`config.mk`:
```
export PLATFORM = sky130hd
export DESIGN_NAME = lookahead_time_sync_port_core
export DESIGN_NICKNAME = d
export VERILOG_FILES = /design/src/hw/rtl/lts_pkg.sv /design/src/hw/rtl/lookahead_time_sync_port_core.sv
export SDC_FILE = /design/constraint.sdc
export NUM_CORES = 2
export LEC_CHECK = 0
export ABC_CLOCK_PERIOD_IN_PS = 18500
export BUFFER_PORTS_ARGS = -buffer_cell sky130_fd_sc_hd__buf_2
export CORE_MARGIN = 2
export CORE_UTILIZATION = 39
export CTS_BUF_LIST = sky130_fd_sc_hd__clkbuf_16
export DETAILED_ROUTE_END_ITERATION = 16
export GPL_TIMING_DRIVEN = 1
export PLACE_DENSITY = 0.67
export SLEW_MARGIN = 30
export SYNTH_ARGS = -nofsm -noshare
export SYNTH_HDL_FRONTEND = slang
export SYNTH_SLANG_ARGS = --single-unit
```
`constraint.sdc`:
```
create_clock -name clk_i -period 18.5 [get_ports clk_i]
set_clock_uncertainty 0.2 [all_clocks]
set_input_delay 2.775 -clock clk_i [delete_from_list [all_inputs] [get_ports clk_i]]
set_output_delay 2.775 -clock clk_i [all_outputs]
set_load 0.01 [all_outputs]
```
`src/hw/rtl/lts_pkg.sv`:
```
`timescale 1ns / 1ps

package lts_pkg;

  localparam int unsigned TIME_W       = 64;
  localparam int unsigned ID_W         = 32;
  localparam int unsigned REQ_W        = 64;
  localparam int unsigned KIND_W       = 2;
  localparam int unsigned LEN_W        = 11;
  localparam int unsigned WIRE_W       = 16;
  localparam int unsigned HDR_W        = 32;
  localparam int unsigned CFG_W        = 64;
  localparam int unsigned ADDR_W       = 5;

  localparam int unsigned PAYLOAD_MAX  = 1024;
  localparam int unsigned HEADER_BYTES = 40;
  localparam int unsigned RETRY_PERIOD = 1024;
  localparam int unsigned STALL_W      = $clog2(RETRY_PERIOD);
  localparam int unsigned KIND_MAX     = 2;

  localparam logic [TIME_W-1:0] LATENCY_RST  = TIME_W'(2500);
  localparam logic [TIME_W-1:0] INTERVAL_RST = TIME_W'(2500);

  typedef enum logic [1:0] {
    REG_LINK_LATENCY  = 2'd0,
    REG_SYNC_INTERVAL = 2'd1,
    REG_PORT_OPEN     = 2'd2
  } reg_idx_e;

  typedef enum logic [2:0] {
    ST_EMPTY      = 3'd0,
    ST_PENDING    = 3'd1,
    ST_DELIVERED  = 3'd2,
    ST_SYNC_SENT  = 3'd3,
    ST_SYNC_QUIET = 3'd4,
    ST_SYNC_FAIL  = 3'd5,
    ST_FAULT      = 3'd6
  } status_e;

  typedef enum logic {
    ACT_POLL = 1'b0,
    ACT_SYNC = 1'b1
  } action_e;

endpackage

```
`src/hw/rtl/lookahead_time_sync_port_core.sv`:
```
`timescale 1ns / 1ps
// Path: an input transfer passes the input register, then the result register;
//   back-to-back transfers give one result per cycle unless out_stall_i holds a result.
// Throughput: one item per cycle, set by the single-pass update of the sync state, unless out_stall_i holds a result.
// Reset: rst_ni clears valids and sync/hold state; link_latency and sync_interval
//   return to 2500 and the port is closed. Held message fields are not reset.
module lookahead_time_sync_port_core (
  input  logic                              clk_i,
  input  logic                              rst_ni,

  input  logic                              psel,
  input  logic                              penable,
  input  logic                              pwrite,
  input  logic [lts_pkg::ADDR_W-1:0]        paddr,
  input  logic [lts_pkg::CFG_W-1:0]         pwdata,
  output logic [lts_pkg::CFG_W-1:0]         prdata,
  output logic                              pready,

  input  logic                              in_valid_i,
  output logic                              in_stall_o,
  input  logic                              action_i,
  input  logic [lts_pkg::TIME_W-1:0]        now_i,
  input  logic                              wire_present_i,
  input  logic [lts_pkg::WIRE_W-1:0]        wire_bytes_i,
  input  logic [lts_pkg::HDR_W-1:0]         header_bytes_i,
  input  logic [lts_pkg::TIME_W-1:0]        msg_time_i,
  input  logic [lts_pkg::ID_W-1:0]          msg_kind_i,
  input  logic [lts_pkg::ID_W-1:0]          msg_source_i,
  input  logic [lts_pkg::ID_W-1:0]          msg_target_i,
  input  logic [lts_pkg::REQ_W-1:0]         msg_request_i,
  input  logic                              tx_ready_i,

  output logic                              out_valid_o,
  input  logic                              out_stall_i,
  output logic [2:0]                        status_o,
  output logic [lts_pkg::TIME_W-1:0]        out_time_o,
  output logic [lts_pkg::KIND_W-1:0]        out_kind_o,
  output logic [lts_pkg::ID_W-1:0]          out_source_o,
  output logic [lts_pkg::ID_W-1:0]          out_target_o,
  output logic [lts_pkg::REQ_W-1:0]         out_request_o,
  output logic [lts_pkg::LEN_W-1:0]         out_payload_len_o,
  output logic                              send_sync_o,
  output logic [lts_pkg::TIME_W-1:0]        safe_time_o
);

  localparam int unsigned TW = lts_pkg::TIME_W;

  // configuration
  logic [TW-1:0] link_latency_q, sync_interval_q, eff_interval_q;
  logic          port_open_q;
  logic          cfg_wr;
  logic [1:0]    cfg_idx;

  assign pready  = 1'b1;
  assign cfg_wr  = psel && penable && pwrite && pready;
  assign cfg_idx = paddr[4:3];

  always_ff @(posedge clk_i or negedge rst_ni) begin
    if (!rst_ni) begin
      link_latency_q  <= lts_pkg::LATENCY_RST;
      sync_interval_q <= lts_pkg::INTERVAL_RST;
      eff_interval_q  <= (lts_pkg::INTERVAL_RST > lts_pkg::LATENCY_RST) ?
                         lts_pkg::INTERVAL_RST : lts_pkg::LATENCY_RST;
      port_open_q     <= 1'b0;
    end else if (cfg_wr) begin
      case (cfg_idx)
        lts_pkg::REG_LINK_LATENCY: begin
          link_latency_q <= pwdata;
          eff_interval_q <= (sync_interval_q > pwdata) ? sync_interval_q : pwdata;
        end
        lts_pkg::REG_SYNC_INTERVAL: begin
          sync_interval_q <= pwdata;
          eff_interval_q  <= (pwdata > link_latency_q) ? pwdata : link_latency_q;
        end
        lts_pkg::REG_PORT_OPEN: begin
          port_open_q <= pwdata[0];
        end
        default: begin
        end
      endcase
    end
  end

  always_comb begin
    case (cfg_idx)
      lts_pkg::REG_LINK_LATENCY:  prdata = link_latency_q;
      lts_pkg::REG_SYNC_INTERVAL: prdata = sync_interval_q;
      lts_pkg::REG_PORT_OPEN:     prdata = {{(lts_pkg::CFG_W-1){1'b0}}, port_open_q};
      default:                    prdata = '0;
    endcase
  end

  // handshake
  logic s_valid_q, out_valid_q;
  logic out_free, s_adv, in_xfer;

  assign out_free   = !out_valid_q || !out_stall_i;
  assign s_adv      = s_valid_q && out_free;
  assign in_stall_o = s_valid_q && !out_free;
  assign in_xfer    = in_valid_i && !in_stall_o;

  always_ff @(posedge clk_i or negedge rst_ni) begin
    if (!rst_ni) begin
      s_valid_q   <= 1'b0;
      out_valid_q <= 1'b0;
    end else begin
      if (in_xfer) begin
        s_valid_q <= 1'b1;
      end else if (s_adv) begin
        s_valid_q <= 1'b0;
      end
      if (s_adv) begin
        out_valid_q <= 1'b1;
      end else if (!out_stall_i) begin
        out_valid_q <= 1'b0;
      end
    end
  end

  assign out_valid_o = out_valid_q;

  // input register
  logic                          s_action_q, s_present_q, s_tx_ready_q;
  logic [TW-1:0]                 s_now_q, s_mtime_q;
  logic [lts_pkg::WIRE_W-1:0]    s_wbytes_q;
  logic [lts_pkg::HDR_W-1:0]     s_hbytes_q;
  logic [lts_pkg::ID_W-1:0]      s_kind_q, s_source_q, s_target_q;
  logic [lts_pkg::REQ_W-1:0]     s_request_q;

  always_ff @(posedge clk_i) begin
    if (in_xfer) begin
      s_action_q   <= action_i;
      s_now_q      <= now_i;
      s_present_q  <= wire_present_i;
      s_wbytes_q   <= wire_bytes_i;
      s_hbytes_q   <= header_bytes_i;
      s_mtime_q    <= msg_time_i;
      s_kind_q     <= msg_kind_i;
      s_source_q   <= msg_source_i;
      s_target_q   <= msg_target_i;
      s_request_q  <= msg_request_i;
      s_tx_ready_q <= tx_ready_i;
    end
  end

  // sync and hold state
  logic [TW-1:0]                 last_sync_q, last_sync_d;
  logic                          emitted_q, emitted_d;
  logic [lts_pkg::STALL_W-1:0]   stalled_q, stalled_d;
  logic [TW-1:0]                 last_recv_q, last_recv_d;
  logic                          held_valid_q, held_valid_d;
  logic [TW-1:0]                 held_time_q, held_time_d;
  logic                          held_load;
  logic [lts_pkg::KIND_W-1:0]    held_kind_q;
  logic [lts_pkg::ID_W-1:0]      held_source_q, held_target_q;
  logic [lts_pkg::REQ_W-1:0]     held_request_q;
  logic [lts_pkg::LEN_W-1:0]     held_len_q;

  // result next values
  lts_pkg::status_e              status_d;
  logic [TW-1:0]                 time_d;
  logic [lts_pkg::KIND_W-1:0]    kind_d;
  logic [lts_pkg::ID_W-1:0]      source_d, target_d;
  logic [lts_pkg::REQ_W-1:0]     request_d;
  logic [lts_pkg::LEN_W-1:0]     len_d;
  logic                          send_d;
  logic [TW-1:0]                 safe_d;

  logic [TW:0]                   stamp_sum;
  logic [TW:0]                   since_sync;
  logic [TW:0]                   bound_sum;
  logic [TW-1:0]                 recv_t, base_t, bound_t;
  logic                          wire_bad;
  logic [lts_pkg::STALL_W-1:0]   stall_inc;
  logic [lts_pkg::KIND_W-1:0]    w_kind;
  logic [lts_pkg::LEN_W-1:0]     w_len;
  logic                          quiet;

  assign stamp_sum  = {1'b0, s_now_q} + {1'b0, link_latency_q};
  assign since_sync = {1'b0, s_now_q} - {1'b0, last_sync_q};
  assign stall_inc  = (stalled_q == lts_pkg::STALL_W'(lts_pkg::RETRY_PERIOD - 1)) ?
                      '0 : stalled_q + lts_pkg::STALL_W'(1);
  assign wire_bad   = (s_wbytes_q < lts_pkg::WIRE_W'(lts_pkg::HEADER_BYTES)) ||
                      (s_wbytes_q > lts_pkg::WIRE_W'(lts_pkg::HEADER_BYTES +
                                                     lts_pkg::PAYLOAD_MAX)) ||
                      (s_kind_q > lts_pkg::ID_W'(lts_pkg::KIND_MAX)) ||
                      (s_hbytes_q != lts_pkg::HDR_W'(s_wbytes_q));
  assign w_kind     = s_kind_q[lts_pkg::KIND_W-1:0];
  assign w_len      = lts_pkg::LEN_W'(s_wbytes_q - lts_pkg::WIRE_W'(lts_pkg::HEADER_BYTES));

  always_comb begin
    status_d     = lts_pkg::ST_EMPTY;
    time_d       = '0;
    kind_d       = '0;
    source_d     = '0;
    target_d     = '0;
    request_d    = '0;
    len_d        = '0;
    send_d       = 1'b0;
    last_sync_d  = last_sync_q;
    emitted_d    = emitted_q;
    stalled_d    = stalled_q;
    last_recv_d  = last_recv_q;
    held_valid_d = held_valid_q;
    held_time_d  = held_time_q;
    held_load    = 1'b0;
    quiet        = 1'b0;

    if (s_action_q == lts_pkg::ACT_POLL) begin
      if (!port_open_q) begin
        status_d = lts_pkg::ST_EMPTY;
      end else if (held_valid_q) begin
        if (held_time_q > s_now_q) begin
          status_d = lts_pkg::ST_PENDING;
        end else begin
          status_d     = lts_pkg::ST_DELIVERED;
          last_recv_d  = held_time_q;
          held_valid_d = 1'b0;
          time_d       = held_time_q;
          kind_d       = held_kind_q;
          source_d     = held_source_q;
          target_d     = held_target_q;
          request_d    = held_request_q;
          len_d        = held_len_q;
        end
      end else if (!s_present_q || wire_bad) begin
        status_d = lts_pkg::ST_EMPTY;
      end else begin
        last_recv_d = s_mtime_q;
        stalled_d   = '0;
        held_load   = 1'b1;
        if (s_mtime_q > s_now_q) begin
          status_d     = lts_pkg::ST_PENDING;
          held_valid_d = 1'b1;
          held_time_d  = s_mtime_q;
        end else begin
          status_d  = lts_pkg::ST_DELIVERED;
          time_d    = s_mtime_q;
          kind_d    = w_kind;
          source_d  = s_source_q;
          target_d  = s_target_q;
          request_d = s_request_q;
          len_d     = w_len;
        end
      end
    end else begin
      if (!port_open_q) begin
        status_d = lts_pkg::ST_SYNC_FAIL;
      end else if (stamp_sum[TW]) begin
        status_d = lts_pkg::ST_FAULT;
      end else if (emitted_q && since_sync[TW]) begin
        status_d = lts_pkg::ST_FAULT;
      end else begin
        if (emitted_q && (since_sync[TW-1:0] < eff_interval_q)) begin
          if (last_recv_q > s_now_q) begin
            quiet = 1'b1;
          end else begin
            stalled_d = stall_inc;
            quiet     = (stall_inc != '0);
          end
        end
        if (quiet) begin
          status_d = lts_pkg::ST_SYNC_QUIET;
        end else if (!s_tx_ready_q) begin
          status_d = lts_pkg::ST_SYNC_FAIL;
        end else begin
          status_d    = lts_pkg::ST_SYNC_SENT;
          time_d      = stamp_sum[TW-1:0];
          send_d      = 1'b1;
          last_sync_d = s_now_q;
          emitted_d   = 1'b1;
        end
      end
    end
  end

  // safe time from the updated state
  assign recv_t    = held_valid_d ? held_time_d : last_recv_d;
  assign base_t    = emitted_d ? last_sync_d : s_now_q;
  assign bound_sum = {1'b0, base_t} + {1'b0, eff_interval_q};
  assign bound_t   = bound_sum[TW] ? {TW{1'b1}} : bound_sum[TW-1:0];
  assign safe_d    = (recv_t < bound_t) ? recv_t : bound_t;

  always_ff @(posedge clk_i or negedge rst_ni) begin
    if (!rst_ni) begin
      last_sync_q  <= '0;
      emitted_q    <= 1'b0;
      stalled_q    <= '0;
      last_recv_q  <= '0;
      held_valid_q <= 1'b0;
      held_time_q  <= '0;
    end else if (s_adv) begin
      last_sync_q  <= last_sync_d;
      emitted_q    <= emitted_d;
      stalled_q    <= stalled_d;
      last_recv_q  <= last_recv_d;
      held_valid_q <= held_valid_d;
      held_time_q  <= held_time_d;
    end
  end

  always_ff @(posedge clk_i) begin
    if (s_adv && held_load) begin
      held_kind_q    <= w_kind;
      held_source_q  <= s_source_q;
      held_target_q  <= s_target_q;
      held_request_q <= s_request_q;
      held_len_q     <= w_len;
    end
  end

  // result register
  logic [2:0]                    status_q;
  logic [TW-1:0]                 time_q, safe_q;
  logic [lts_pkg::KIND_W-1:0]    kind_q;
  logic [lts_pkg::ID_W-1:0]      source_q, target_q;
  logic [lts_pkg::REQ_W-1:0]     request_q;
  logic [lts_pkg::LEN_W-1:0]     len_q;
  logic                          send_q;

  always_ff @(posedge clk_i) begin
    if (s_adv) begin
      status_q  <= status_d;
      time_q    <= time_d;
      kind_q    <= kind_d;
      source_q  <= source_d;
      target_q  <= target_d;
      request_q <= request_d;
      len_q     <= len_d;
      send_q    <= send_d;
      safe_q    <= safe_d;
    end
  end

  assign status_o          = status_q;
  assign out_time_o        = time_q;
  assign out_kind_o        = kind_q;
  assign out_source_o      = source_q;
  assign out_target_o      = target_q;
  assign out_request_o     = request_q;
  assign out_payload_len_o = len_q;
  assign send_sync_o       = send_q;
  assign safe_time_o       = safe_q;

  // assertions
  a_send_only_sent: assert property (@(posedge clk_i) disable iff (!rst_ni)
    out_valid_o && send_sync_o |-> status_o == lts_pkg::ST_SYNC_SENT)
    else $error("heartbeat flagged without sync-sent status");

  a_delivered_clears_hold: assert property (@(posedge clk_i) disable iff (!rst_ni)
    $rose(out_valid_o) && status_o == lts_pkg::ST_DELIVERED |-> !held_valid_q)
    else $error("message delivered while a message is still held");

  a_emitted_sticky: assert property (@(posedge clk_i) disable iff (!rst_ni)
    !$fell(emitted_q))
    else $error("sync emitted flag cleared outside reset");

  a_stall_consistent: assert property (@(posedge clk_i) disable iff (!rst_ni)
    in_stall_o |-> s_valid_q && out_valid_o && out_stall_i)
    else $error("input stalled without a blocked result");

endmodule

```
==> run_results.csv <==
group,metric,value,unit
outcome,status,"complete, no violations",
sta,setup-violations-final,0,
power_and_ir_drop,cell_internal_pwr,0.00584,W
clock_tree,hold_buffers,0,
worst_setup_path,timing.critical_path.slowest_cell_delay,740,ps
worst_setup_path,worst-path-max-fanout,56,
synthesis,synth_enable_flop_cells,753,
global_route,grt_pass1_wl,371000,um
synthesis,netlist_top_cells_area,"edfxtp_1, dfrtp_1, ha_1",
floorplanning,row_count,155,
layout,multi_input_area,0.0345,mm2
synthesis,synth_top_cell_by_area,"edfxtp_1",
floorplanning,die_h,428,um
worst_setup_path,timing.rr.start,"s_now_q[20]$_DFFE_PP_",
worst_setup_path,rrSetupSlack,2460,ps
power_and_ir_drop,p_sw,0.00365,W
layout,finalNetCount,8501,
synthesis,synth_top_cell_area_share,32.2,%
sta,worst-slew-pin-transition,1060,ps
layout,design_area,0.0807,mm2
worst_setup_path,critPathSlowestCell,"buf_4",
worst_hold_path,hold_path.startpoint,"s_request_q[19]$_DFFE_PP_",
synthesis,synthArstFlopShare,34.6,%
floorplanning,die_width,428,um
clock_tree,cts.repair_timing.setup_buffer_count,0,
synthesis,yosys.cell_count.top_type,"edfxtp_1",
detailed_routing,drc_violations,0,
power_and_ir_drop,pwr-share-comb,37.0,%
sta,final_cycle_share,86.7,%
worst_setup_path,worst-endpoint-required,18830,ps
clock_tree,clock_buffer_count_from_cts,136,
synthesis,synth.top_cells.by_count,"edfxtp_1, ha_1, nor2_1, nand2_1, o21ai_0",
detailed_routing,num_vias,58241,
placement,place_hpwl,195000,um
worst_hold_path,hold_path.class,"reg2reg",
sta,fmaxAchievable,0.0623,GHz
floorplanning,initial_core_util,39.3,%
floorplanning,area_of_the_die,0.183,mm2
power_and_ir_drop,pwr_cell_area,118,mW/mm2
clock_tree,worstSkewPairLatency,810,ps
worst_setup_path,critical_path_class,"reg2reg",
layout,layout.filler_cells,16767,
layout,post_route_cells_drive_above_1_share,15.7,%
floorplanning,core-area,0.179,mm2
synthesis,avgSynthCellArea,10.3,um2
synthesis,synth.net_count,7900,
synthesis,ys_seq_area_share,46.5,%
sta,finalCriticalPeriod,16040,ps
floorplanning,io_pins,755,
layout,final_core_util,45.2,%
layout,layout-area-overhead-vs-synth,14.9,%
placement,placement.io_buffers,750,
sta,timing_hold_violations_final,0,
sta,maxSlewHeadroom,28.5,%
power_and_ir_drop,p_leak,35.1,nW
detailed_routing,antenna_violating_nets_post_route,0,
sta,finalMaxSlewViolations,0,
layout,register_area,0.0326,mm2
sta,rsz0062_at_grt,"false",
synthesis,ys_ff_latch,1152,
power_and_ir_drop,max-vdd-ir-drop,0.0958,mV
power_and_ir_drop,power_switching_share,38.5,%
power_and_ir_drop,p_clk_share,28.0,%
global_route,total_grt_overflow,0,
sta,setup_total_negative_slack,0,ps
global_route,initial_antenna_violation_count,27,
synthesis,gate_count_of_the_mapped_netlist,6841,
detailed_routing,drt_pass1_iterations,6,
clock_tree,clk_pin_slew_worst_paths,60,ps
run,max_capacitance_violation_count,0,
power_and_ir_drop,finalPower,0.00949,W
placement,gp_congestion,0.974,
detailed_routing,detail_route.wirelength,257000,um
clock_tree,htree_levels,4,
global_route,largest_net_degree_at_the_start_of_global_routing,146,
clock_tree,num_clock_sinks,1152,
worst_setup_path,critPathArrivalTime,16370,ps
global_route,global_route.usage.total,27.1,%
detailed_routing,drt_first_iter_violations,5504,
detailed_routing,avgRoutedWirePerCell,25.9,um
placement,placed_area,0.0762,mm2
clock_tree,cts_repair_resize_count,0,
clock_tree,cts_tree,"yes",
global_route,grt_pass1_vias,55649,
worst_setup_path,startpoint_type,"flop",
synthesis,synth_area,0.0702,mm2
clock_tree,clock_root_buffer,"clkbuf_16",
worst_setup_path,cp-end-kind,"flop",
clock_tree,clockBufferDepth,3,
worst_setup_path,timing_startpoint_of_the_critical_path,"s_now_q[20]$_DFFE_PP_",
synthesis,yosys_warnings,0,
synthesis,synth_flop_cell,"edfxtp_1",
detailed_routing,detail_route.vias_per_cell,5.87,
power_and_ir_drop,power.sequential.fraction,35.0,%
synthesis,synth.lib_cells_used.distinct,99,
==> stage by stage <==
| step | worst slack [ps] | hold slack (ps) | cells |
|---|---|---|---|
| finish | 2460 | 244 | 9923 |
| CTS | 2780 | 226 | 9909 |
| detailed placement | 2830 | 235 | 9658 |
| global placement | 2850 | 230 | 9653 |
| floorplan | 876 | 227 | 6841 |
| global route | 1740 | 250 | 9920 |
==> area by class of cell <==
type                            instances  share of cell area, %
Clock buffer                          137                   4.25
Clock inverter                        114                   1.23
Multi-Input combinational cell       4889                   42.8
Inverter                              441                   2.06
Antenna cell                           13                 0.0403
Sequential cell                      1152                   40.4
Tap cell                             2355                   3.65
Timing Repair Buffer                  822                   5.52
==> worst max-delay path, delay by kind of cell (launching register included) <==
kind                     cells  cell delay, ps
AND/OR/NAND/NOR             13            4490
flip-flops                   1             470
AO/OA/AOI/OAI               22            6660
adder cells (fa/ha/maj)      4            1410
buffers and inverters        4            1570
XOR/XNOR                     1             160
multiplexers                 2             620
==> flip-flops by register name, summed over array words and instances, names as in the netlist, 64 cells and up <==
register,flops
safe_time_o,64
s_mtime_q,64
held_request_q,64
last_recv_q,64
out_time_o,64
last_sync_q,64
link_latency_q,64
s_request_q,64
eff_interval_q,64
sync_interval_q,64
out_request_o,64
s_now_q,64
held_time_q,64
==> per-layer routing <==
metal  vias to the layer above  wire length [um]  GRT usage, %  part of all wire [%]
li1                      26760                 -             -                     -
met1                     28387            101000          33.6                    39
met2                      2468            122000          44.4                    47
met3                       614             15700          3.93                   6.1
met4                        12             18600          17.2                   7.2
met5                         -                69             0                 0.027
==> cell usage in the layout (no fill, tap or decap), drive strengths merged, types with 162 or more instances in the layout <==
cell type	n
o22ai	189
a21oi	418
a21o	249
a22oi	209
nand3	162
ha	641
nand2	495
buf	822
o21ai	463
nor2	528
inv	482
mux2i	246
dfrtp	384
edfxtp	753
==> logic make-up (layout without fill, tap and decap cells) <==
| group | count (synthesis) | after routing | synth area share, % |
|---|---|---|---|
| and+or+nand+nor | 1683 | 1683 | 11.1 |
| other | 1 | 14 | 0.00534 |
| DFF | 1152 | 1152 | 46.5 |
| AOI/OAI and AO/OA | 2002 | 2002 | 18.4 |
| xor gates and xnor gates | 182 | 182 | 2.27 |
| muxes | 377 | 377 | 5.61 |
| adders and majority gates | 644 | 644 | 11.5 |
| buffers and inverters | 800 | 1514 | 4.57 |
==> worst paths after layout <==
check / end / cells after the start
setup / recovery: safe_time_o[13]$_DFFE_PP_ / 46
setup reg to reg: safe_time_o[13]$_DFFE_PP_ / 46
hold reg to reg: held_request_q[19]$_DFFE_PP_ / 0
hold / removal: held_request_q[19]$_DFFE_PP_ / 0
max in group asynchronous: link_latency_q[5]$_DFFE_PN0P_ / 5
min in group asynchronous: last_recv_q[61]$_DFFE_PN0P_ / 1
==> power groups by stage <==
stage / clock network [W] / logic (W) / registers, W
4_1_cts: 0.00271 / 0.00346 / 0.00332
5_1_grt: 0.00281 / 0.00389 / 0.00334
2_1_floorplan: 0 / 0.00243 / 0.00327
3_3_place_gp: 0 / 0.00340 / 0.00336
3_5_place_dp: 0 / 0.00343 / 0.00337
6_report: 0.00266 / 0.00351 / 0.00332
(Power assumes the default switching activity.)
